File: src/rtl/core/mru_pkg.sv
// Shared types, codes and reset values of the message record unpacker.
package mru_pkg;

   localparam int DataWidth      = 8;
   localparam int ValueWidth     = 64;
   localparam int RecordWidth    = 16;
   localparam int RegWidth       = 32;
   localparam int CsrIndexWidth  = 2;

   // Parse phases.
   localparam logic [3:0] PH_COUNT   = 4'd0;
   localparam logic [3:0] PH_MAGIC   = 4'd1;
   localparam logic [3:0] PH_VERSION = 4'd2;
   localparam logic [3:0] PH_SEQ     = 4'd3;
   localparam logic [3:0] PH_TIME    = 4'd4;
   localparam logic [3:0] PH_EXPIRY  = 4'd5;
   localparam logic [3:0] PH_SLEN    = 4'd6;
   localparam logic [3:0] PH_SSTR    = 4'd7;
   localparam logic [3:0] PH_RLEN    = 4'd8;
   localparam logic [3:0] PH_RSTR    = 4'd9;
   localparam logic [3:0] PH_PLEN    = 4'd10;
   localparam logic [3:0] PH_PAY     = 4'd11;

   // Event kinds.
   localparam logic [3:0] EV_NONE      = 4'd0;
   localparam logic [3:0] EV_COUNT     = 4'd1;
   localparam logic [3:0] EV_VERSION   = 4'd2;
   localparam logic [3:0] EV_SEQ       = 4'd3;
   localparam logic [3:0] EV_TIMESTAMP = 4'd4;
   localparam logic [3:0] EV_EXPIRY    = 4'd5;
   localparam logic [3:0] EV_SENDER    = 4'd6;
   localparam logic [3:0] EV_RECIPIENT = 4'd7;
   localparam logic [3:0] EV_PAYLOAD   = 4'd8;
   localparam logic [3:0] EV_PAY_LEN   = 4'd9;

   // Error codes.
   localparam logic [2:0] ERR_NONE        = 3'd0;
   localparam logic [2:0] ERR_BAD_MAGIC   = 3'd1;
   localparam logic [2:0] ERR_BAD_VERSION = 3'd2;
   localparam logic [2:0] ERR_TOO_MANY    = 3'd3;
   localparam logic [2:0] ERR_PAY_LARGE   = 3'd4;
   localparam logic [2:0] ERR_TRUNCATED   = 3'd5;

   // Register indexes.
   localparam logic [CsrIndexWidth-1:0] CSR_RECORD_MAGIC    = 2'd0;
   localparam logic [CsrIndexWidth-1:0] CSR_MAX_RECORDS     = 2'd1;
   localparam logic [CsrIndexWidth-1:0] CSR_MAX_PAYLOAD_LEN = 2'd2;

   // Register reset values.
   localparam logic [31:0] RESET_RECORD_MAGIC    = 32'd0;
   localparam logic [15:0] RESET_MAX_RECORDS     = 16'd1000;
   localparam logic [31:0] RESET_MAX_PAYLOAD_LEN = 32'd65536;

   // Accepted version numbers.
   localparam logic [7:0] VERSION_ONE = 8'd1;
   localparam logic [7:0] VERSION_TWO = 8'd2;

   typedef struct packed {
      logic [31:0] record_magic;
      logic [15:0] max_records;
      logic [31:0] max_payload_len;
   } cfg_type;

   typedef struct packed {
      logic [3:0]             event_kind;
      logic [ValueWidth-1:0]  field_value;
      logic [RecordWidth-1:0] record_number;
      logic                   record_end;
      logic                   stream_done;
      logic [2:0]             error_code;
   } result_type;

endpackage

File: src/rtl/core/mru_csr_regs.sv
// Configuration registers of the message record unpacker.
module mru_csr_regs
   import mru_pkg::*;
(
   input  logic                     clock,
   input  logic                     reset,
   input  logic                     csr_write_en,
   input  logic [CsrIndexWidth-1:0] csr_index,
   input  logic [RegWidth-1:0]      csr_write_data,
   output cfg_type                  cfg
);

   cfg_type cfg_ff;
   cfg_type cfg_in;

   always_comb begin
      cfg_in = cfg_ff;
      if (csr_write_en) begin
         unique case (csr_index)
            CSR_RECORD_MAGIC:    cfg_in.record_magic    = csr_write_data;
            CSR_MAX_RECORDS:     cfg_in.max_records     = csr_write_data[15:0];
            CSR_MAX_PAYLOAD_LEN: cfg_in.max_payload_len = csr_write_data;
            default:             cfg_in = cfg_ff;
         endcase
      end
   end

   always_ff @(posedge clock) begin
      if (reset) begin
         cfg_ff.record_magic    <= RESET_RECORD_MAGIC;
         cfg_ff.max_records     <= RESET_MAX_RECORDS;
         cfg_ff.max_payload_len <= RESET_MAX_PAYLOAD_LEN;
      end else begin
         cfg_ff <= cfg_in;
      end
   end

   assign cfg = cfg_ff;

endmodule

File: src/rtl/core/mru_parser.sv
// Field parser: parse state registers and the per-byte next-state logic.
module mru_parser
   import mru_pkg::*;
(
   input  logic                 clock,
   input  logic                 reset,
   input  logic                 fire,
   input  logic [DataWidth-1:0] data_byte,
   input  logic                 last_byte,
   input  cfg_type              cfg,
   output result_type           result
);

   logic [3:0]             phase_ff, phase_in;
   logic [2:0]             fbc_ff, fbc_in;
   logic [ValueWidth-1:0]  shift_ff, shift_in;
   logic [RecordWidth-1:0] records_left_ff, records_left_in;
   logic [RecordWidth-1:0] current_record_ff, current_record_in;
   logic [31:0]            bytes_left_ff, bytes_left_in;
   logic                   finished_ff, finished_in;
   logic                   error_ff, error_in;

   logic [2:0]             count_inc;
   logic [ValueWidth-1:0]  shifted;
   logic [31:0]            bytes_dec;
   logic [RecordWidth-1:0] records_dec;
   logic                   rec_complete;

   assign count_inc   = fbc_ff + 3'd1;
   assign shifted     = {shift_ff[ValueWidth-DataWidth-1:0], data_byte};
   assign bytes_dec   = bytes_left_ff - 32'd1;
   assign records_dec = records_left_ff - 16'd1;

   always_comb begin
      phase_in          = phase_ff;
      fbc_in            = fbc_ff;
      shift_in          = shift_ff;
      records_left_in   = records_left_ff;
      current_record_in = current_record_ff;
      bytes_left_in     = bytes_left_ff;
      finished_in       = finished_ff;
      error_in          = error_ff;
      rec_complete      = 1'b0;

      result               = '0;
      result.record_number = current_record_ff;

      if (!finished_ff && !error_ff) begin
         unique case (phase_ff)
            PH_COUNT, PH_MAGIC: begin
               shift_in = shifted;
               fbc_in   = count_inc;
               if (count_inc == 3'd4) begin
                  fbc_in   = 3'd0;
                  shift_in = '0;
                  if (phase_ff == PH_MAGIC) begin
                     if (shifted[31:0] != cfg.record_magic) begin
                        error_in          = 1'b1;
                        result.error_code = ERR_BAD_MAGIC;
                     end else begin
                        phase_in = PH_VERSION;
                     end
                  end else if (shifted[31:0] == 32'd0) begin
                     result.event_kind  = EV_COUNT;
                     finished_in        = 1'b1;
                     result.stream_done = 1'b1;
                  end else if (shifted[31:0] > {16'd0, cfg.max_records}) begin
                     error_in          = 1'b1;
                     result.error_code = ERR_TOO_MANY;
                  end else begin
                     result.event_kind  = EV_COUNT;
                     result.field_value = {32'd0, shifted[31:0]};
                     records_left_in    = shifted[15:0];
                     phase_in           = PH_MAGIC;
                  end
               end
            end
            PH_VERSION: begin
               if (data_byte == VERSION_ONE || data_byte == VERSION_TWO) begin
                  result.event_kind  = EV_VERSION;
                  result.field_value = {56'd0, data_byte};
                  phase_in = (data_byte == VERSION_TWO) ? PH_SEQ : PH_TIME;
               end else begin
                  error_in          = 1'b1;
                  result.error_code = ERR_BAD_VERSION;
               end
            end
            PH_SEQ, PH_TIME, PH_EXPIRY: begin
               shift_in = shifted;
               fbc_in   = count_inc;
               // An eight-byte field completes when the three-bit count wraps.
               if (count_inc == 3'd0) begin
                  result.field_value = shifted;
                  shift_in           = '0;
                  phase_in           = phase_ff + 4'd1;
                  if (phase_ff == PH_SEQ) begin
                     result.event_kind = EV_SEQ;
                  end else if (phase_ff == PH_TIME) begin
                     result.event_kind = EV_TIMESTAMP;
                  end else begin
                     result.event_kind = EV_EXPIRY;
                  end
               end
            end
            PH_SLEN, PH_RLEN: begin
               shift_in = shifted;
               fbc_in   = count_inc;
               if (count_inc == 3'd2) begin
                  fbc_in        = 3'd0;
                  shift_in      = '0;
                  bytes_left_in = {16'd0, shifted[15:0]};
                  phase_in = (shifted[15:0] != 16'd0) ? phase_ff + 4'd1 : phase_ff + 4'd2;
               end
            end
            PH_SSTR, PH_RSTR: begin
               result.event_kind  = (phase_ff == PH_SSTR) ? EV_SENDER : EV_RECIPIENT;
               result.field_value = {56'd0, data_byte};
               bytes_left_in      = bytes_dec;
               if (bytes_dec == 32'd0) begin
                  phase_in = phase_ff + 4'd1;
               end
            end
            PH_PLEN: begin
               shift_in = shifted;
               fbc_in   = count_inc;
               if (count_inc == 3'd4) begin
                  fbc_in   = 3'd0;
                  shift_in = '0;
                  if (shifted[31:0] > cfg.max_payload_len) begin
                     error_in          = 1'b1;
                     result.error_code = ERR_PAY_LARGE;
                  end else begin
                     result.event_kind  = EV_PAY_LEN;
                     result.field_value = {32'd0, shifted[31:0]};
                     bytes_left_in      = shifted[31:0];
                     if (shifted[31:0] == 32'd0) begin
                        rec_complete = 1'b1;
                     end else begin
                        phase_in = PH_PAY;
                     end
                  end
               end
            end
            PH_PAY: begin
               result.event_kind  = EV_PAYLOAD;
               result.field_value = {56'd0, data_byte};
               bytes_left_in      = bytes_dec;
               if (bytes_dec == 32'd0) begin
                  rec_complete = 1'b1;
               end
            end
            default: begin
               phase_in = PH_COUNT;
            end
         endcase

         if (rec_complete) begin
            result.record_end = 1'b1;
            records_left_in   = records_dec;
            current_record_in = current_record_ff + 16'd1;
            if (records_dec == 16'd0) begin
               finished_in        = 1'b1;
               result.stream_done = 1'b1;
            end else begin
               phase_in = PH_MAGIC;
            end
         end
      end

      // The last byte of a buffer reports truncation if records are still
      // owed, and always returns the parse state to its idle values.
      if (last_byte) begin
         if (!finished_in && !error_in && result.error_code == ERR_NONE) begin
            result.error_code = ERR_TRUNCATED;
         end
         phase_in          = PH_COUNT;
         fbc_in            = 3'd0;
         shift_in          = '0;
         records_left_in   = '0;
         current_record_in = '0;
         bytes_left_in     = '0;
         finished_in       = 1'b0;
         error_in          = 1'b0;
      end
   end

   always_ff @(posedge clock) begin
      if (reset) begin
         phase_ff          <= PH_COUNT;
         fbc_ff            <= 3'd0;
         shift_ff          <= '0;
         records_left_ff   <= '0;
         current_record_ff <= '0;
         bytes_left_ff     <= '0;
         finished_ff       <= 1'b0;
         error_ff          <= 1'b0;
      end else if (fire) begin
         phase_ff          <= phase_in;
         fbc_ff            <= fbc_in;
         shift_ff          <= shift_in;
         records_left_ff   <= records_left_in;
         current_record_ff <= current_record_in;
         bytes_left_ff     <= bytes_left_in;
         finished_ff       <= finished_in;
         error_ff          <= error_in;
      end
   end

`ifndef SYNTHESIS
   assert property (@(posedge clock) disable iff (reset)
      fire && result.error_code != ERR_NONE && result.error_code != ERR_TRUNCATED
      |-> result.event_kind == EV_NONE && result.field_value == '0)
      else $error("error result carries an event");

   assert property (@(posedge clock) disable iff (reset)
      fire && result.record_end && !last_byte
      |=> current_record_ff == $past(current_record_ff) + 16'd1)
      else $error("record index did not advance on record end");

   assert property (@(posedge clock) disable iff (reset)
      fire && result.stream_done && !last_byte |=> finished_ff)
      else $error("stream done without finished state");

   assert property (@(posedge clock) disable iff (reset)
      fire && last_byte
      |=> phase_ff == PH_COUNT && !finished_ff && !error_ff && fbc_ff == 3'd0)
      else $error("parse state not rearmed after last byte");
`endif

endmodule

File: src/rtl/core/message_record_unpacker.sv
// Top level of the message record unpacker: request/response stages around the parser.
//
//   Channel  Ports            Handshake               Moves
//   request  req_*            req_valid / req_ready   one buffer byte and its last flag
//   response rsp_*            rsp_valid / rsp_ready   one event, record and error report
//   config   csr_*            csr_write_en            one register write, no wait
//
// Throughput is one request per cycle when the response side does not stall; each
// byte's parse is a single pass of combinational logic between the request register
// and the response register; each response is loaded there as its byte is passed on.
// Reset is synchronous and active high; it clears the parse state, both stage
// valid flags, and loads the register defaults.
// When the response side stalls, the request register still takes one more
// byte, and req_ready falls only once both stages are full.
//
// Every accepted request yields exactly one response. Parse state advances at
// the moment a byte moves from the request register into the response
// register, so a stall freezes both the state and the waiting response.
module message_record_unpacker
   import mru_pkg::*;
(
   input  logic                     clock,
   input  logic                     reset,

   input  logic                     req_valid,
   output logic                     req_ready,
   input  logic [DataWidth-1:0]     req_data_byte,
   input  logic                     req_last_byte,

   output logic                     rsp_valid,
   input  logic                     rsp_ready,
   output logic [3:0]               rsp_event_kind,
   output logic [ValueWidth-1:0]    rsp_field_value,
   output logic [RecordWidth-1:0]   rsp_record_number,
   output logic                     rsp_record_end,
   output logic                     rsp_stream_done,
   output logic [2:0]               rsp_error_code,

   input  logic                     csr_write_en,
   input  logic [CsrIndexWidth-1:0] csr_index,
   input  logic [RegWidth-1:0]      csr_write_data
);

   // Request stage.
   logic                 in_valid_ff, in_valid_in;
   logic [DataWidth-1:0] in_data_ff;
   logic                 in_last_ff;

   // Response stage.
   logic                 out_valid_ff, out_valid_in;
   result_type           out_ff;

   cfg_type              cfg;
   result_type           result;
   logic                 advance;
   logic                 fire;
   logic                 take;

   // The response register can load when it is empty or being drained.
   assign advance   = !out_valid_ff || rsp_ready;
   assign fire      = in_valid_ff && advance;
   assign req_ready = !in_valid_ff || advance;
   assign take      = req_valid && req_ready;

   always_comb begin
      if (take) begin
         in_valid_in = 1'b1;
      end else if (fire) begin
         in_valid_in = 1'b0;
      end else begin
         in_valid_in = in_valid_ff;
      end

      if (fire) begin
         out_valid_in = 1'b1;
      end else if (rsp_ready) begin
         out_valid_in = 1'b0;
      end else begin
         out_valid_in = out_valid_ff;
      end
   end

   always_ff @(posedge clock) begin
      if (reset) begin
         in_valid_ff  <= 1'b0;
         out_valid_ff <= 1'b0;
      end else begin
         in_valid_ff  <= in_valid_in;
         out_valid_ff <= out_valid_in;
      end
   end

   // Payload registers hold their value until the stage is reloaded.
   always_ff @(posedge clock) begin
      if (take) begin
         in_data_ff <= req_data_byte;
         in_last_ff <= req_last_byte;
      end
      if (fire) begin
         out_ff <= result;
      end
   end

   mru_csr_regs u_csr_regs (
      .clock          (clock),
      .reset          (reset),
      .csr_write_en   (csr_write_en),
      .csr_index      (csr_index),
      .csr_write_data (csr_write_data),
      .cfg            (cfg)
   );

   mru_parser u_parser (
      .clock     (clock),
      .reset     (reset),
      .fire      (fire),
      .data_byte (in_data_ff),
      .last_byte (in_last_ff),
      .cfg       (cfg),
      .result    (result)
   );

   assign rsp_valid         = out_valid_ff;
   assign rsp_event_kind    = out_ff.event_kind;
   assign rsp_field_value   = out_ff.field_value;
   assign rsp_record_number = out_ff.record_number;
   assign rsp_record_end    = out_ff.record_end;
   assign rsp_stream_done   = out_ff.stream_done;
   assign rsp_error_code    = out_ff.error_code;

endmodule
File: config.mk
export PLATFORM = sky130hd
export DESIGN_NAME = message_record_unpacker
export DESIGN_NICKNAME = d
export VERILOG_FILES = /design/src/rtl/core/mru_pkg.sv /design/src/rtl/core/mru_csr_regs.sv /design/src/rtl/core/mru_parser.sv /design/src/rtl/core/message_record_unpacker.sv
export SDC_FILE = /design/constraint.sdc
export NUM_CORES = 1
export LEC_CHECK = 0
export BUFFER_PORTS_ARGS = -buffer_cell sky130_fd_sc_hd__buf_2
export CORE_MARGIN = 4
export CORE_UTILIZATION = 59
export DETAILED_ROUTE_END_ITERATION = 16
export GPL_TIMING_DRIVEN = 0
export PLACE_DENSITY = 0.79
export SETUP_SLACK_MARGIN = 0.5
export SKIP_CTS_REPAIR_TIMING = 1
export SLEW_MARGIN = 25
export SYNTH_ARGS = -nofsm -noshare
export SYNTH_HDL_FRONTEND = slang
export SYNTH_SLANG_ARGS = --single-unit
File: constraint.sdc
create_clock -name clock -period 7.25 [get_ports clock]
set_clock_uncertainty 0.05 [all_clocks]
set_input_delay 0.3625 -clock clock [delete_from_list [all_inputs] [get_ports clock]]
set_output_delay 0.3625 -clock clock [all_outputs]
set_load 0.02 [all_outputs]
==> results of run 1 <==
-- worst max-delay path: stages, from the launching register on --
cell	delay, ns
edfxtp_1	0.32
clkbuf_1	0.64
inv_1	0.37
ha_1	0.38
and4_1	0.22
nand2_1	0.06
a22oi_1	0.63
nand3_1	0.47
o32ai_1	0.90
buf_2	0.39
nand2_1	0.13
a221oi_1	0.23
-- sequential cells by signal, summed over array words and instances (netlist names), 4 cells and up --
name / flops
in_data_ff: 8
u_parser.phase_ff: 4
rsp_field_value: 64
u_parser.current_record_ff: 16
u_csr_regs.cfg: 80
rsp_event_kind: 4
u_parser.shift_ff: 56
u_parser.bytes_left_ff: 32
u_parser.records_left_ff: 16
rsp_record_number: 16
-- layer usage --
layer  share of wire (%)  track usage [%]
met2                  46             51.0
met1                  41             42.2
met5                   0                0
met4                 4.2             12.5
met3                 8.6             3.97
-- kinds of logic after synthesis --
group | count (synthesis) | synth area share (%)
fa+ha+maj | 63 | 5.10
mux | 5 | 0.332
buf+inv | 184 | 4.73
flops | 309 | 46.4
xor+xnor | 52 | 2.95
simple gates | 718 | 22.5
compound gates | 428 | 18.0
-- cell usage after synthesis (all sizes together), types with 5 or more instances --
master	instances
a211oi	15
ha	63
nand3	28
nor4b	7
nor2b	10
inv	76
a32o	12
nand4	26
nor3	52
o22ai	7
and3	9
clkbuf	88
o31ai	16
nand2	254
a31oi	9
a22oi	65
or3	20
o21ai	54
a21o	14
or2	5
or4	14
buf	18
xnor2	21
nor2	163
a32oi	9
a221oi	8
dfxtp	211
a21oi	165
nor4	30
and2	75
xor2	31
o211ai	17
edfxtp	98
nand2b	7
-- final timing paths --
kind                 startpoint              endpoint  cells past startpoint
max               in_data_ff[0]  u_parser.phase_ff[0]                     11
max reg2reg       in_data_ff[0]  u_parser.phase_ff[0]                     11
min          csr_write_data[31]    u_csr_regs.cfg[79]                      3
min reg2reg  u_csr_regs.cfg[42]    u_csr_regs.cfg[42]                      2
-- power by group --
group / switching, µW / total, µW / internal, µW
clock: 686 / 1690 / 1000
sequential: 34.4 / 1860 / 1830
combinational: 271 / 399 / 128
total: 991 / 3950 / 2960
-- final cells by class --
type / count / area, µm² / area share (%)
timing repair buffer: 150 / 823 / 4.63
tap: 330 / 413 / 2.32
clock buffer: 48 / 945 / 5.31
inverter: 78 / 298 / 1.67
multi-input combinational: 1266 / 7560 / 42.5
buffer: 106 / 438 / 2.46
sequential: 309 / 7170 / 40.3
clock inverter: 10 / 140 / 0.788
-- stage by stage --
step | worst slack (ns) | power (µW) | instance area [µm²]
floorplan | 2.87 | 2150 | 15400
global placement | 0.721 | 2280 | 16600
detailed placement | 2.65 | 2290 | 16600
CTS | 2.63 | 3950 | 17700
global route | 2.36 | 4080 | 17800
finish | 2.35 | 3950 | 17800
==> flow_metrics.env, run 1 <==
export IMPL_core_area_um2=25500
export IMPL_finalHoldViolations=1
export IMPL_yosysSeqAreaShare_pct=46.4
export IMPL_drt_iter0_drc=1717
export IMPL_wl_mm=46.7
export IMPL_grt_max_degree=76
export IMPL_grt_pass1_vias=13400
export IMPL_synthDistinctLibCells=79
export IMPL_path_class="reg -> reg"
export IMPL_grt_overflow_total=0
export IMPL_synth_area_leaders="dfxtp_1, edfxtp_1, nand2_1"
export IMPL_violations="hold timing"
export IMPL_place_inst=2229
export IMPL_required_ns=7.68
export IMPL_final_nets=2053
export IMPL_setup_violations=0
export IMPL_avgSynthCellArea_um2=8.78
export IMPL_clk_path_buf_depth=3
export IMPL_maxSlewHeadroom_pct=29.0
export IMPL_synthFlopType="dfxtp_1"
export IMPL_worstMarginPinSlew_ns=1.06
export IMPL_power_leakage_uw=0.00681
export IMPL_setup_tns_ns=0
export IMPL_first_pass_iters=5
export IMPL_min_period_ns=4.90
export IMPL_ant_nets=0
export IMPL_remaining_drc_errors=0
export IMPL_n_antenna_cell=0
export IMPL_fin_crit_sh_pct=67.6
export IMPL_cp_start_kind="flop"
export IMPL_htreeDepth=1
export IMPL_fp_dieArea_um2=28800
export IMPL_syn_area_um2=15400
export IMPL_crit_fanout=10
export IMPL_pwr_density_cell_nw_per_um2=222
export IMPL_syn_inst=1759
export IMPL_post_route_util_pct=69.8
export IMPL_yosysTopAreaCellShare_pct=27.3
export IMPL_clk_pin_slew_worst_paths_ns=0.07
export IMPL_hp_class="in -> reg"
export IMPL_vias=14300
export IMPL_layout_cells_non_filler=2297
export IMPL_final_layout_size_suffix_gt1_share_pct=11.6
export IMPL_synth_edf_count=98
export IMPL_ir_drop_mv=0.266
export IMPL_syn2layout_area_growth_pct=15.1
export IMPL_layout_commonest_cell="nand2_1"
export IMPL_place_hpwl_mm=33.6
export IMPL_critPathCaptureType="flop"
export IMPL_grtUsageTotal_pct=31.1
export IMPL_fmax_ghz=0.204
export IMPL_worstSkewPairLatency_ns=0.57
export IMPL_port_buffers=138
export IMPL_fp_dieH_um=170
export IMPL_clock_root_buffer="clkbuf_16"
export IMPL_synth_top_cell_by_area="dfxtp_1"
export IMPL_fillers=2048
export IMPL_synthesis_nets=1870
export IMPL_status="complete, but fails checks"
export IMPL_grt_pass1_wl_mm=71.7
export IMPL_via_per_inst=6.23
export IMPL_slew_viol_final=0
export IMPL_async_reset_ff_share_pct=0
export IMPL_cp_arrival_ns=5.32
export IMPL_cts_tree="done"
export IMPL_clock_sinks=309
export IMPL_max_cap_viol_count=0
export IMPL_io_pins=139
export IMPL_floorplan_initialDensity_pct=60.6
export IMPL_wire_per_inst_um=20.3
export IMPL_numCtsBuffers=31
export IMPL_finalWeightedCongestion=0.965
export IMPL_antenna_found_initial=0
export IMPL_fin_hold_ws_ns=-0.000869
export IMPL_yosysWarnings=0
export IMPL_rsz0062_at_grt="false"
export IMPL_reg2reg_slack_ns=2.35
export IMPL_final_cell_mix="nand2_1, dfxtp_1, a21oi_1"
export IMPL_row_count=58
export IMPL_die_w_um=170
export IMPL_ys_seq_elements=309
(Power assumes the default switching activity.)
==> inputs of run 2 (changes only) <==
--- a/config.mk
+++ b/config.mk
@@ -7,10 +7,10 @@
 export LEC_CHECK = 0
 export BUFFER_PORTS_ARGS = -buffer_cell sky130_fd_sc_hd__buf_2
 export CORE_MARGIN = 4
-export CORE_UTILIZATION = 59
+export CORE_UTILIZATION = 54
 export DETAILED_ROUTE_END_ITERATION = 16
 export GPL_TIMING_DRIVEN = 0
-export PLACE_DENSITY = 0.79
+export PLACE_DENSITY = 0.76
 export SETUP_SLACK_MARGIN = 0.5
 export SKIP_CTS_REPAIR_TIMING = 1
 export SLEW_MARGIN = 25
==> constraint.sdc (replaced) <==
create_clock -name clock -period 4.1 [get_ports clock]
set_clock_uncertainty 0.05 [all_clocks]
set_input_delay 0.205 -clock clock [delete_from_list [all_inputs] [get_ports clock]]
set_output_delay 0.205 -clock clock [all_outputs]
set_load 0.02 [all_outputs]
==> flow_metrics.env, run 2 (synthesis results as in run 1) <==
export IMPL_status="complete, but fails checks"
export IMPL_critPathCaptureType="flop"
export IMPL_cp_slowest_cell="or4b_4"
export IMPL_pwr_density_cell_nw_per_um2=390
export IMPL_rsz0062_at_grt="true"
export IMPL_cts_tree="done"
export IMPL_post_route_util_pct=67.8
export IMPL_crit_fanout=6
export IMPL_ir_drop_mv=0.311
export IMPL_via_per_inst=6.05
export IMPL_cp_arrival_ns=3.97
export IMPL_finalHoldViolations=1
export IMPL_row_count=61
export IMPL_syn2layout_area_growth_pct=22.9
export IMPL_grt_pass1_vias=13500
export IMPL_wl_mm=49.2
export IMPL_wire_per_inst_um=20.4
export IMPL_required_ns=4.49
export IMPL_maxSlewHeadroom_pct=40.6
export IMPL_vias=14600
export IMPL_violations="hold timing"
export IMPL_grtUsageTotal_pct=29.6
export IMPL_clk_path_buf_depth=3
export IMPL_die_w_um=177
export IMPL_final_nets=2126
export IMPL_fin_hold_ws_ns=-0.0297
export IMPL_clk_pin_slew_worst_paths_ns=0.07
export IMPL_slew_viol_final=0
export IMPL_final_cell_mix="nand2_1, dfxtp_1, nor2_1"
export IMPL_first_pass_iters=5
export IMPL_placed_cell_area_um2=16700
export IMPL_place_inst=2277
export IMPL_grt_overflow_total=0
export IMPL_setup_violations=0
export IMPL_ant_nets=0
export IMPL_numCtsBuffers=34
export IMPL_grt_pass1_wl_mm=74.0
export IMPL_n_antenna_cell=0
export IMPL_remaining_drc_errors=0
export IMPL_htreeDepth=2
export IMPL_reg2reg_slack_ns=0.51
export IMPL_cp_start_kind="flop"
export IMPL_antenna_found_initial=0
export IMPL_port_buffers=138
export IMPL_grt_max_degree=74
export IMPL_max_stage_delay_ns=0.49
export IMPL_clock_sinks=309
export IMPL_drt_iter0_drc=1638
export IMPL_worstSkewPairLatency_ns=0.53
export IMPL_hp_class="in -> reg"
export IMPL_core_area_um2=28000
export IMPL_layout_cells_non_filler=2416
export IMPL_largest_reg_flops=80
export IMPL_fp_dieArea_um2=31400
export IMPL_finalInstanceArea_um2=19000
export IMPL_fin_crit_sh_pct=87.5
export IMPL_final_layout_size_suffix_gt1_share_pct=16.6
export IMPL_power_leakage_uw=0.00732
export IMPL_cp_common_cell="buf_6"
export IMPL_clock_root_buffer="clkbuf_16"
export IMPL_fmax_ghz=0.279
export IMPL_layout_commonest_cell="nand2_1"
export IMPL_path_class="reg -> reg"
export IMPL_max_cap_viol_count=0
export IMPL_floorplan_initialDensity_pct=55.1
export IMPL_finalWeightedCongestion=0.996
export IMPL_min_period_ns=3.59
export IMPL_place_hpwl_mm=34.1
export IMPL_io_pins=139
export IMPL_path_cells="inv_4 -> ha_4 -> buf_6 -> or4b_4 -> or3_4 -> o31ai_4 -> nand4_1 -> nor4_2 -> a32o_2 -> buf_6 -> a2bb2oi_4 -> buf_6 -> or4_4 -> a21oi_2"
export IMPL_fp_dieH_um=177
export IMPL_worstMarginPinSlew_ns=0.891
run 2: changes by cell type in the layout (fill, tap and decap cells not counted), sizes merged:
| cell | before | now |
|---|---|---|
| clkbuf | 136 | 132 |
| dlygate4sd3 | 10 | 42 |
| buf | 158 | 195 |
| clkinv | 6 | 11 |
| bufinv | 3 | 6 |
| inv | 79 | 77 |
run 2: area by class of cell:
type	count	area, µm²
repair buffers	220	1420
fillers	2340	9020
multi-input cells	1266	7920
clock inverters	16	250
clock buffers	43	946
flip-flops and latches	309	7180
plain buffers	106	488
inverters	78	303
well taps	378	473
run 2: per-stage QoR:
step / TNS, ns / power (µW) / setup slack, ns
after floorplan: 0 / 3800 / 0.704
after global placement: -33.33 / 4040 / -0.509
after detailed placement: -11.32 / 4050 / -0.512
after CTS: -13.07 / 7290 / -0.536
after global routing: 0 / 7650 / 0.463
final: 0 / 7410 / 0.512
run 2: critical path: cells and delay by family (launching register included):
kind / cells / cell delay, ns
compound gates: 4 / 0.72
simple gates: 5 / 1.80
buf+inv: 4 / 0.45
flops: 1 / 0.36
fa+ha+maj: 1 / 0.13
run 2: routing by layer:
metal,global-route usage [%],wire length [µm]
met4,11.9,2190
met3,4.61,4150
met1,39.4,19800
met2,48.7,23100
met5,0,0
run 2: report_power, final:
part	leakage [µW]	internal, µW	switching [µW]
clock	0.000593	2020	1250
combinational	0.00412	310	540
sequential	0.00261	3240	56.8
run 2: path summary, 6_finish.rpt:
check,from,cells after the start,end
worst min register to register,u_csr_regs.cfg[1],2,u_csr_regs.cfg[1]
worst max-delay path,u_parser.bytes_left_ff[1],14,u_parser.current_record_ff[13]
worst min-delay path,rsp_ready,4,rsp_valid
worst max register to register,u_parser.bytes_left_ff[1],14,u_parser.current_record_ff[13]
